<file path="config.mk">
export PLATFORM = sky130hd
export DESIGN_NAME = integer_alu_floored_mod_pow
export DESIGN_NICKNAME = d
export VERILOG_FILES = /design/src/hdl/ialu_pkg.sv /design/src/hdl/ialu_ctrl.sv /design/src/hdl/ialu_dp.sv /design/src/hdl/integer_alu_floored_mod_pow.sv
export SDC_FILE = /design/constraint.sdc
export NUM_CORES = 2
export LEC_CHECK = 0
export CORE_MARGIN = 5
export CORE_UTILIZATION = 45
export CTS_BUF_LIST = sky130_fd_sc_hd__clkbuf_8 sky130_fd_sc_hd__clkbuf_16
export CTS_CLUSTER_SIZE = 30
export DETAILED_ROUTE_END_ITERATION = 7
export DONT_BUFFER_PORTS = 1
export SYNTH_ARGS = -nofsm -noshare
export SYNTH_HDL_FRONTEND = slang
export SYNTH_SLANG_ARGS = --single-unit
</file>
<file path="constraint.sdc">
create_clock -name aclk -period 8.6 [get_ports aclk]
set_input_delay 0.86 -clock aclk [delete_from_list [all_inputs] [get_ports aclk]]
set_output_delay 0.86 -clock aclk [all_outputs]
set_load 0.02 [all_outputs]
</file>
<file path="src/hdl/ialu_pkg.sv">
// Shared types and constants for the integer ALU with floored modulus and power.
// Holds the operation codes, controller states and the command/status structs.
// No dependencies.
`timescale 1ns / 1ps
`default_nettype none

package ialu_pkg;

    // Default operand width
    localparam int DATA_WIDTH_DEF = 32;

    // Bits of the multiplier operand consumed per multiply step
    localparam int MUL_CHUNK = 16;

    // Width of the operation code
    localparam int OP_W = 5;

    typedef enum logic [OP_W-1:0] {
        OP_ADD  = 5'd0,
        OP_SUB  = 5'd1,
        OP_MUL  = 5'd2,
        OP_DIV  = 5'd3,
        OP_MOD  = 5'd4,
        OP_POW  = 5'd5,
        OP_AND  = 5'd6,
        OP_OR   = 5'd7,
        OP_XOR  = 5'd8,
        OP_SHL  = 5'd9,
        OP_SHR  = 5'd10,
        OP_SAR  = 5'd11,
        OP_EQ   = 5'd12,
        OP_LT   = 5'd13,
        OP_GT   = 5'd14,
        OP_GE   = 5'd15,
        OP_LE   = 5'd16,
        OP_NE   = 5'd17,
        OP_SELB = 5'd18
    } op_t;

    typedef enum logic [2:0] {
        ST_IDLE,
        ST_SETUP,
        ST_DIV,
        ST_MUL,
        ST_POW_CHECK,
        ST_POW_MUL,
        ST_POW_UPD,
        ST_FINISH
    } state_t;

    // Source of the value captured into the output register
    typedef enum logic [2:0] {
        RES_SIMPLE,
        RES_DIV,
        RES_MOD,
        RES_MULP,
        RES_POW,
        RES_ZERO,
        RES_ONE
    } res_sel_t;

    // Multiplier operand sources
    typedef enum logic {
        MUL_SRC_AB,
        MUL_SRC_POW
    } mul_src_t;

    typedef struct packed {
        logic     load;
        logic     div_init;
        logic     div_step;
        logic     mul_start;
        mul_src_t mul_src;
        logic     mul_step;
        logic     pow_init;
        logic     pow_update;
        logic     capture;
        res_sel_t res_sel;
    } ialu_cmd_t;

    typedef struct packed {
        op_t  op;
        logic base_zero;
        logic base_one;
        logic base_mone;
        logic exp_neg;
        logic exp_zero;
        logic out_free;
    } ialu_status_t;

endpackage

`default_nettype wire

</file>
<file path="src/hdl/ialu_ctrl.sv">
// Controller of the integer ALU: sequences setup, division, multiply and power.
// Depends on ialu_pkg; drives the datapath through ialu_cmd_t only.
`timescale 1ns / 1ps
`default_nettype none

module ialu_ctrl import ialu_pkg::*; #(
    parameter int DATA_WIDTH = DATA_WIDTH_DEF
) (
    input  wire logic         aclk,
    input  wire logic         aresetn,
    input  wire logic         in_valid,
    output logic              in_ready,
    input  wire ialu_status_t status,
    output ialu_cmd_t         cmd
);

    localparam int CH     = (MUL_CHUNK < DATA_WIDTH) ? MUL_CHUNK : DATA_WIDTH;
    localparam int NCHUNK = (DATA_WIDTH + CH - 1) / CH;
    localparam int CNT_W  = $clog2(DATA_WIDTH);
    localparam logic [CNT_W-1:0] DIV_LAST = CNT_W'(DATA_WIDTH - 1);
    localparam logic [CNT_W-1:0] MUL_LAST = CNT_W'(NCHUNK - 1);

    state_t           state_reg, state_next;
    logic [CNT_W-1:0] cnt_reg, cnt_next;
    res_sel_t         sel_reg, sel_next;

    // State and step counter
    always_ff @(posedge aclk) begin
        if (!aresetn) begin
            state_reg <= ST_IDLE;
            cnt_reg   <= '0;
        end else begin
            state_reg <= state_next;
            cnt_reg   <= cnt_next;
        end
    end

    // Hold the chosen result source until capture
    always_ff @(posedge aclk) begin
        sel_reg <= sel_next;
    end

    // Next state and commands
    always_comb begin
        state_next = state_reg;
        cnt_next   = cnt_reg;
        sel_next   = sel_reg;
        in_ready   = 1'b0;
        cmd        = '0;
        cmd.res_sel = sel_reg;
        case (state_reg)
            ST_IDLE: begin
                in_ready = 1'b1;
                if (in_valid) begin
                    cmd.load   = 1'b1;
                    state_next = ST_SETUP;
                end
            end
            ST_SETUP: begin
                cnt_next = '0;
                case (status.op)
                    OP_DIV, OP_MOD: begin
                        cmd.div_init = 1'b1;
                        sel_next     = (status.op == OP_DIV) ? RES_DIV : RES_MOD;
                        state_next   = ST_DIV;
                    end
                    OP_MUL: begin
                        cmd.mul_start = 1'b1;
                        cmd.mul_src   = MUL_SRC_AB;
                        sel_next      = RES_MULP;
                        state_next    = ST_MUL;
                    end
                    OP_POW: begin
                        if (status.base_zero) begin
                            sel_next   = RES_ZERO;
                            state_next = ST_FINISH;
                        end else if (status.base_one) begin
                            sel_next   = RES_ONE;
                            state_next = ST_FINISH;
                        end else if (status.exp_neg && !status.base_mone) begin
                            sel_next   = RES_ZERO;
                            state_next = ST_FINISH;
                        end else begin
                            cmd.pow_init = 1'b1;
                            sel_next     = RES_POW;
                            state_next   = ST_POW_CHECK;
                        end
                    end
                    default: begin
                        sel_next   = RES_SIMPLE;
                        state_next = ST_FINISH;
                    end
                endcase
            end
            ST_DIV: begin
                cmd.div_step = 1'b1;
                cnt_next     = cnt_reg + 1'b1;
                if (cnt_reg == DIV_LAST) begin
                    state_next = ST_FINISH;
                end
            end
            ST_MUL: begin
                cmd.mul_step = 1'b1;
                cnt_next     = cnt_reg + 1'b1;
                if (cnt_reg == MUL_LAST) begin
                    state_next = ST_FINISH;
                end
            end
            ST_POW_CHECK: begin
                cnt_next = '0;
                if (status.exp_zero) begin
                    state_next = ST_FINISH;
                end else begin
                    cmd.mul_start = 1'b1;
                    cmd.mul_src   = MUL_SRC_POW;
                    state_next    = ST_POW_MUL;
                end
            end
            ST_POW_MUL: begin
                cmd.mul_step = 1'b1;
                cnt_next     = cnt_reg + 1'b1;
                if (cnt_reg == MUL_LAST) begin
                    state_next = ST_POW_UPD;
                end
            end
            ST_POW_UPD: begin
                cmd.pow_update = 1'b1;
                state_next     = ST_POW_CHECK;
            end
            ST_FINISH: begin
                // Wait for the output register to free up
                if (status.out_free) begin
                    cmd.capture = 1'b1;
                    state_next  = ST_IDLE;
                end
            end
            default: begin
                state_next = ST_IDLE;
            end
        endcase
    end

endmodule

`default_nettype wire

</file>
<file path="src/hdl/ialu_dp.sv">
// Datapath of the integer ALU: operand registers, combinational ops, restoring
// divider, chunked multipliers, power registers and the output register.
// Depends on ialu_pkg; steered by ialu_ctrl through ialu_cmd_t.
`timescale 1ns / 1ps
`default_nettype none

module ialu_dp import ialu_pkg::*; #(
    parameter int DATA_WIDTH = DATA_WIDTH_DEF
) (
    input  wire logic                  aclk,
    input  wire logic                  aresetn,
    input  wire ialu_cmd_t             cmd,
    output ialu_status_t               status,
    input  wire logic [OP_W-1:0]       in_op,
    input  wire logic [DATA_WIDTH-1:0] in_left,
    input  wire logic [DATA_WIDTH-1:0] in_right,
    output logic                       out_valid,
    input  wire logic                  out_ready,
    output logic [DATA_WIDTH-1:0]      out_result
);

    localparam int W  = DATA_WIDTH;
    localparam int CH = (MUL_CHUNK < W) ? MUL_CHUNK : W;
    localparam logic [W-1:0] ONE_W = W'(1);

    // Operands
    op_t          op_reg;
    logic [W-1:0] a_reg, b_reg;

    always_ff @(posedge aclk) begin
        if (cmd.load) begin
            op_reg <= op_t'(in_op);
            a_reg  <= in_left;
            b_reg  <= in_right;
        end
    end

    logic         a_neg, b_neg, b_zero;
    logic [W-1:0] a_mag, b_mag;

    assign a_neg  = a_reg[W-1];
    assign b_neg  = b_reg[W-1];
    assign b_zero = (b_reg == '0);
    assign a_mag  = a_neg ? (W'(0) - a_reg) : a_reg;
    assign b_mag  = b_neg ? (W'(0) - b_reg) : b_reg;

    // Combinational operations
    logic [4:0]   amt;
    logic [W-1:0] simple_res;

    assign amt = b_reg[4:0];

    always_comb begin
        case (op_reg)
            OP_ADD:  simple_res = a_reg + b_reg;
            OP_SUB:  simple_res = a_reg - b_reg;
            OP_AND:  simple_res = a_reg & b_reg;
            OP_OR:   simple_res = a_reg | b_reg;
            OP_XOR:  simple_res = a_reg ^ b_reg;
            OP_SHL:  simple_res = a_reg << amt;
            OP_SHR:  simple_res = a_reg >> amt;
            OP_SAR:  simple_res = W'($signed(a_reg) >>> amt);
            OP_EQ:   simple_res = W'(a_reg == b_reg);
            OP_LT:   simple_res = W'($signed(a_reg) < $signed(b_reg));
            OP_GT:   simple_res = W'($signed(b_reg) < $signed(a_reg));
            OP_GE:   simple_res = W'(!($signed(a_reg) < $signed(b_reg)));
            OP_LE:   simple_res = W'(!($signed(b_reg) < $signed(a_reg)));
            OP_NE:   simple_res = W'(a_reg != b_reg);
            OP_SELB: simple_res = b_reg;
            default: simple_res = a_reg;
        endcase
    end

    // Restoring divider on magnitudes, one quotient bit per step
    logic [W-1:0] dv_rem_reg, dv_quo_reg, dv_den_reg;
    logic [W:0]   dv_shift, dv_diff;

    assign dv_shift = {dv_rem_reg, dv_quo_reg[W-1]};
    assign dv_diff  = dv_shift - {1'b0, dv_den_reg};

    always_ff @(posedge aclk) begin
        if (cmd.div_init) begin
            dv_rem_reg <= '0;
            dv_quo_reg <= a_mag;
            dv_den_reg <= b_mag;
        end else if (cmd.div_step) begin
            dv_rem_reg <= dv_diff[W] ? dv_shift[W-1:0] : dv_diff[W-1:0];
            dv_quo_reg <= {dv_quo_reg[W-2:0], ~dv_diff[W]};
        end
    end

    // Sign fix-up: truncated quotient, floored remainder
    logic [W-1:0] div_res, rem_signed, mod_res;

    assign div_res    = b_zero ? '0 :
                        ((a_neg != b_neg) ? (W'(0) - dv_quo_reg) : dv_quo_reg);
    assign rem_signed = a_neg ? (W'(0) - dv_rem_reg) : dv_rem_reg;
    assign mod_res    = (b_zero || dv_rem_reg == '0) ? '0 :
                        ((a_neg != b_neg) ? (rem_signed + b_reg) : rem_signed);

    // Power state: accumulator, running base, exponent
    logic [W-1:0] pw_acc_reg, pw_base_reg, pw_exp_reg;

    // Two multipliers, one chunk of the multiplier operand per step
    logic [W-1:0] ma_x_reg, ma_y_reg, ma_p_reg;
    logic [W-1:0] mb_x_reg, mb_y_reg, mb_p_reg;
    logic [W-1:0] ma_term, mb_term;

    assign ma_term = ma_x_reg * W'(ma_y_reg[CH-1:0]);
    assign mb_term = mb_x_reg * W'(mb_y_reg[CH-1:0]);

    always_ff @(posedge aclk) begin
        if (cmd.mul_start) begin
            ma_p_reg <= '0;
            mb_p_reg <= '0;
            if (cmd.mul_src == MUL_SRC_AB) begin
                ma_x_reg <= a_reg;
                ma_y_reg <= b_reg;
            end else begin
                ma_x_reg <= pw_acc_reg;
                ma_y_reg <= pw_base_reg;
            end
            mb_x_reg <= pw_base_reg;
            mb_y_reg <= pw_base_reg;
        end else if (cmd.mul_step) begin
            ma_p_reg <= ma_p_reg + ma_term;
            mb_p_reg <= mb_p_reg + mb_term;
            ma_x_reg <= ma_x_reg << CH;
            mb_x_reg <= mb_x_reg << CH;
            ma_y_reg <= ma_y_reg >> CH;
            mb_y_reg <= mb_y_reg >> CH;
        end
    end

    // Square-and-multiply update
    always_ff @(posedge aclk) begin
        if (cmd.pow_init) begin
            pw_acc_reg  <= ONE_W;
            pw_base_reg <= a_reg;
            pw_exp_reg  <= b_mag;
        end else if (cmd.pow_update) begin
            if (pw_exp_reg[0]) begin
                pw_acc_reg <= ma_p_reg;
            end
            pw_base_reg <= mb_p_reg;
            pw_exp_reg  <= pw_exp_reg >> 1;
        end
    end

    // Output register
    logic         out_valid_reg, out_valid_next;
    logic [W-1:0] res_reg, res_next;

    always_comb begin
        case (cmd.res_sel)
            RES_SIMPLE: res_next = simple_res;
            RES_DIV:    res_next = div_res;
            RES_MOD:    res_next = mod_res;
            RES_MULP:   res_next = ma_p_reg;
            RES_POW:    res_next = pw_acc_reg;
            RES_ONE:    res_next = ONE_W;
            default:    res_next = '0;
        endcase
    end

    always_comb begin
        out_valid_next = out_valid_reg;
        if (cmd.capture) begin
            out_valid_next = 1'b1;
        end else if (out_ready) begin
            out_valid_next = 1'b0;
        end
    end

    always_ff @(posedge aclk) begin
        if (!aresetn) begin
            out_valid_reg <= 1'b0;
        end else begin
            out_valid_reg <= out_valid_next;
        end
    end

    always_ff @(posedge aclk) begin
        if (cmd.capture) begin
            res_reg <= res_next;
        end
    end

    assign out_valid  = out_valid_reg;
    assign out_result = res_reg;

    // Status to the controller
    always_comb begin
        status           = '0;
        status.op        = op_reg;
        status.base_zero = (a_reg == '0);
        status.base_one  = (a_reg == ONE_W);
        status.base_mone = (a_reg == '1);
        status.exp_neg   = b_neg;
        status.exp_zero  = (pw_exp_reg == '0);
        status.out_free  = !out_valid_reg || out_ready;
    end

endmodule

`default_nettype wire

</file>
<file path="src/hdl/integer_alu_floored_mod_pow.sv">
// Integer ALU with truncated division, floored modulus and integer power.
// Slave channel: s_tuser carries the operation code, s_tdata the two operands.
// Master channel: m_tdata carries the result, held in an output register.
// One item is worked on at a time; the next is taken as soon as the
// controller is back in idle, even while the previous result still waits.
// Steps from acceptance to m_tvalid, with the multiply split into one step per
// 16-bit chunk of the multiplier operand:
//   combinational ops and power special cases: setup, finish
//   mul: setup, the multiply steps, finish
//   div, mod: setup, one quotient bit per cycle in the restoring divider, finish
//   pow: setup; per exponent magnitude bit a check, the multiply steps and an update
//        (one squaring and one accumulate multiply per bit); a last check; finish
// A new item is accepted in the cycle after the result is captured.
// If m_tready stays low, the finished result holds in the output register and
// the next result waits in the controller until the register frees up.
// Reset (aresetn low, synchronous) returns the controller to idle and drops
// any pending result. Depends on ialu_pkg, ialu_ctrl and ialu_dp.
`timescale 1ns / 1ps
`default_nettype none

module integer_alu_floored_mod_pow import ialu_pkg::*; #(
    parameter int DATA_WIDTH = DATA_WIDTH_DEF
) (
    input  wire logic                    aclk,
    input  wire logic                    aresetn,
    input  wire logic                    s_tvalid,
    output logic                         s_tready,
    // fields from bit 0: left_value, right_value, zero fill
    input  wire logic [((2 * DATA_WIDTH + 7) / 8) * 8 - 1:0] s_tdata,
    // fields from bit 0: op
    input  wire logic [OP_W-1:0]         s_tuser,
    output logic                         m_tvalid,
    input  wire logic                    m_tready,
    // fields from bit 0: result, zero fill
    output logic [((DATA_WIDTH + 7) / 8) * 8 - 1:0] m_tdata
);

    localparam int M_TDATA_W = ((DATA_WIDTH + 7) / 8) * 8;

    ialu_cmd_t               cmd;
    ialu_status_t            status;
    logic [DATA_WIDTH-1:0]   result;

    ialu_ctrl #(
        .DATA_WIDTH(DATA_WIDTH)
    ) u_ctrl (
        .aclk    (aclk),
        .aresetn (aresetn),
        .in_valid(s_tvalid),
        .in_ready(s_tready),
        .status  (status),
        .cmd     (cmd)
    );

    ialu_dp #(
        .DATA_WIDTH(DATA_WIDTH)
    ) u_dp (
        .aclk      (aclk),
        .aresetn   (aresetn),
        .cmd       (cmd),
        .status    (status),
        .in_op     (s_tuser),
        .in_left   (s_tdata[DATA_WIDTH-1:0]),
        .in_right  (s_tdata[2*DATA_WIDTH-1:DATA_WIDTH]),
        .out_valid (m_tvalid),
        .out_ready (m_tready),
        .out_result(result)
    );

    // Pad the result to whole bytes
    assign m_tdata = M_TDATA_W'(result);

endmodule

`default_nettype wire

</file>
==> flow_summary.yaml <==
placement:
  dp_hpwl_mm: 170
  dp_slack_ps: 1180
  place_inst: 8295
  gp_congestion: 1.06
  portBuffers: 0
hold_path:
  min_from: "s_tuser[2]"
  holdPathEnd: "u_dp.op_reg[2]"
  whs_path_depth: 0
  hp-class: "in2reg"
route:
  first_pass_iters: 6
  drt-initial-drc-count: 5498
  met2_length_mm: 98.8
  drc: 0
  dr_wl_met3_mm: 18.3
  via_per_inst: 5.96
  highest_layer: "met5"
  wirelength_mm: 223
  via_count: 50100
  ant_nets: 0
  routedWlPerCell_um: 26.6
  wl_met1_mm: 92.9
synthesis:
  ys.flop_type: "edfxtp_1"
  synth.top_cell.area_share_pct: 22.6
  ys_async_sr_fraction_pct: 0
  seq_area_frac_synth_pct: 22.7
  syn_area_per_cell_um2: 8.78
  ys_warn_count: 0
  ys_ff_latch: 497
  synth_area_leaders: "fa_1 (23%), edfxtp_1 (18%), ha_1 (7.0%)"
  synth_nets: 7873
  syn_inst: 6792
  synthesis.area_um2: 59600
  yosysTopAreaCell: "fa_1"
  synth_commonest_cells: "inv_1 (1061), nand2_1 (977), fa_1 (672), o21ai_0 (400), clkbuf_1 (361)"
  synth_edf_count: 360
  synth_cell_types: 90
  yosysMostFrequentCell: "inv_1"
global_routing:
  grt_pass1_vias: 49300
  antenna_found_initial: 9
  grt_max_degree: 81
  grt_pass1_wl_mm: 330
  overflow: 0
  grt_usage_pct: 31.2
die:
  io_pins: 107
  core_um2: 132000
  die_w_um: 374
  start_util_pct: 45.3
  dieArea_um2: 140000
  die_height_um: 374
  rows: 133
sta:
  hold_violations: 0
  min_period_ps: 7500
  worst_pin_slew_ps: 1380
  max_freq_ghz: 0.133
  drv_slew: 0
  setup_slack_ps: 1100
  clock_skew_ps: 55.9
  slew_headroom_pct: 7.76
  finalSetupViolations: 0
  tns_ps: 0
  finalCritPeriodShare_pct: 87.2
  rsz0062_at_grt: "false"
clock_tree:
  ctsHoldBuffers: 0
  post-cts-setup-buffers: 0
  clock_latency_ps: 690
  cts_tree: "done"
  clkTransAtPathRegs_ps: 70
  clockBufferDepth: 3
  clockRootBuffer: "clkbuf_16"
  clock_sinks: 497
  numCtsBuffers: 56
  ctsHtreeMaxLevel: 2
  post_cts_resized: 0
setup_path:
  r2r-end: "u_dp.mb_p_reg[31]"
  timing.rr.start: "u_dp.mb_y_reg[5]"
  critPathKind: "reg2reg"
  arrival_ps: 8030
  cp-start-kind: "flop"
  rrSetupSlack_ps: 1100
  crit_required_ps: 9140
  worstSetupEndpointType: "flop"
  worstPathMaxFanout: 27
  r2r_cells: 23
cells_and_area:
  fin_cells: 8403
  drive_above_1_share_pct: 5.76
  fin_util_pct: 48.3
  syn_to_final_growth_pct: 6.59
  finalNetCount: 7679
run:
  max_cap_viol_count: 0
run_status:
  status: "complete, no violations"
==> layout by cell type (no fill, tap or decap), types with 32 or more instances in the layout <==
cell / n
a21o_1: 118
a21oi_1: 231
a221oi_1: 32
a222oi_1: 34
a22o_1: 38
a22oi_1: 58
and2_1: 306
buf_4: 145
clkbuf_16: 56
dfxtp_1: 137
edfxtp_1: 360
fa_1: 672
ha_1: 335
inv_1: 1065
mux2_2: 43
mux2i_1: 85
nand2_1: 975
nand2b_1: 68
nand3_1: 105
nor2_1: 266
nor3_1: 70
o211ai_1: 45
o21a_1: 34
o21ai_0: 399
o221ai_1: 37
o31ai_1: 44
or3_1: 38
xnor2_1: 227
xor2_1: 50
==> final cells by class <==
cell class,count,area [µm²]
Timing Repair Buffer,146,1110
Inverter,1065,4000
Clock buffer,61,1470
Clock inverter,45,536
Sequential cell,497,13600
Multi-Input combinational cell,4832,40700
Fill cell,12700,68100
Tap cell,1755,2200
Antenna cell,2,5.00
==> how the worst max path moves through the flow <==
| stage | slack, ps | end | cells past startpoint | startpoint |
|---|---|---|---|---|
| floorplan | 1910 | u_dp.ma_p_reg[26] | 24 | u_dp.ma_y_reg[2] |
| global placement | 1240 | u_dp.mb_p_reg[31] | 23 | u_dp.mb_y_reg[5] |
| detailed placement | 1180 | u_dp.mb_p_reg[31] | 23 | u_dp.mb_y_reg[5] |
| CTS | 1110 | u_dp.mb_p_reg[31] | 23 | u_dp.mb_y_reg[5] |
| global route | 690 | u_dp.mb_p_reg[31] | 23 | u_dp.mb_y_reg[5] |
| finish | 1100 | u_dp.mb_p_reg[31] | 23 | u_dp.mb_y_reg[5] |
==> worst max-delay path: stages, from the launching register on <==
cell	delay, ps
edfxtp_1	990
and2_1	260
fa_1	430
inv_1	80
fa_1	430
fa_1	500
fa_1	550
inv_1	50
fa_1	490
inv_1	50
fa_1	470
inv_1	40
ha_1	330
o21a_1	220
o21ai_0	130
a21boi_0	180
or4_1	420
a21o_1	170
a31oi_1	410
o21ai_0	280
a31oi_1	320
nand2b_1	160
nor3b_1	170
nor4_1	210
==> metal layers <==
metal | global-route usage, % | up-vias
li1 | - | 22100
met1 | 42.3 | 25200
met2 | 48.7 | 2244
met3 | 5.47 | 492
met4 | 14.6 | 10
met5 | 0 | -
==> kinds of logic after synthesis <==
group	Yosys count	share of synthesized area [%]
XOR/XNOR	278	4.08
flip-flops	497	22.7
AO/OA/AOI/OAI	1353	15.1
adder cells (fa/ha/maj)	1008	29.6
buffers and inverters	1463	9.24
AND/OR/NAND/NOR	2038	16.0
multiplexers	155	3.26
==> through the flow <==
stage / hold slack (ps) / area [µm²]
after CTS: 239 / 63600
after global placement: 440 / 61600
after global routing: 251 / 63600
final: 262 / 63600
after floorplan: 432 / 59600
after detailed placement: 445 / 61600
Power is not shown: default switching activity piles up to over one toggle a cycle in this logic, so the estimate is an artifact.
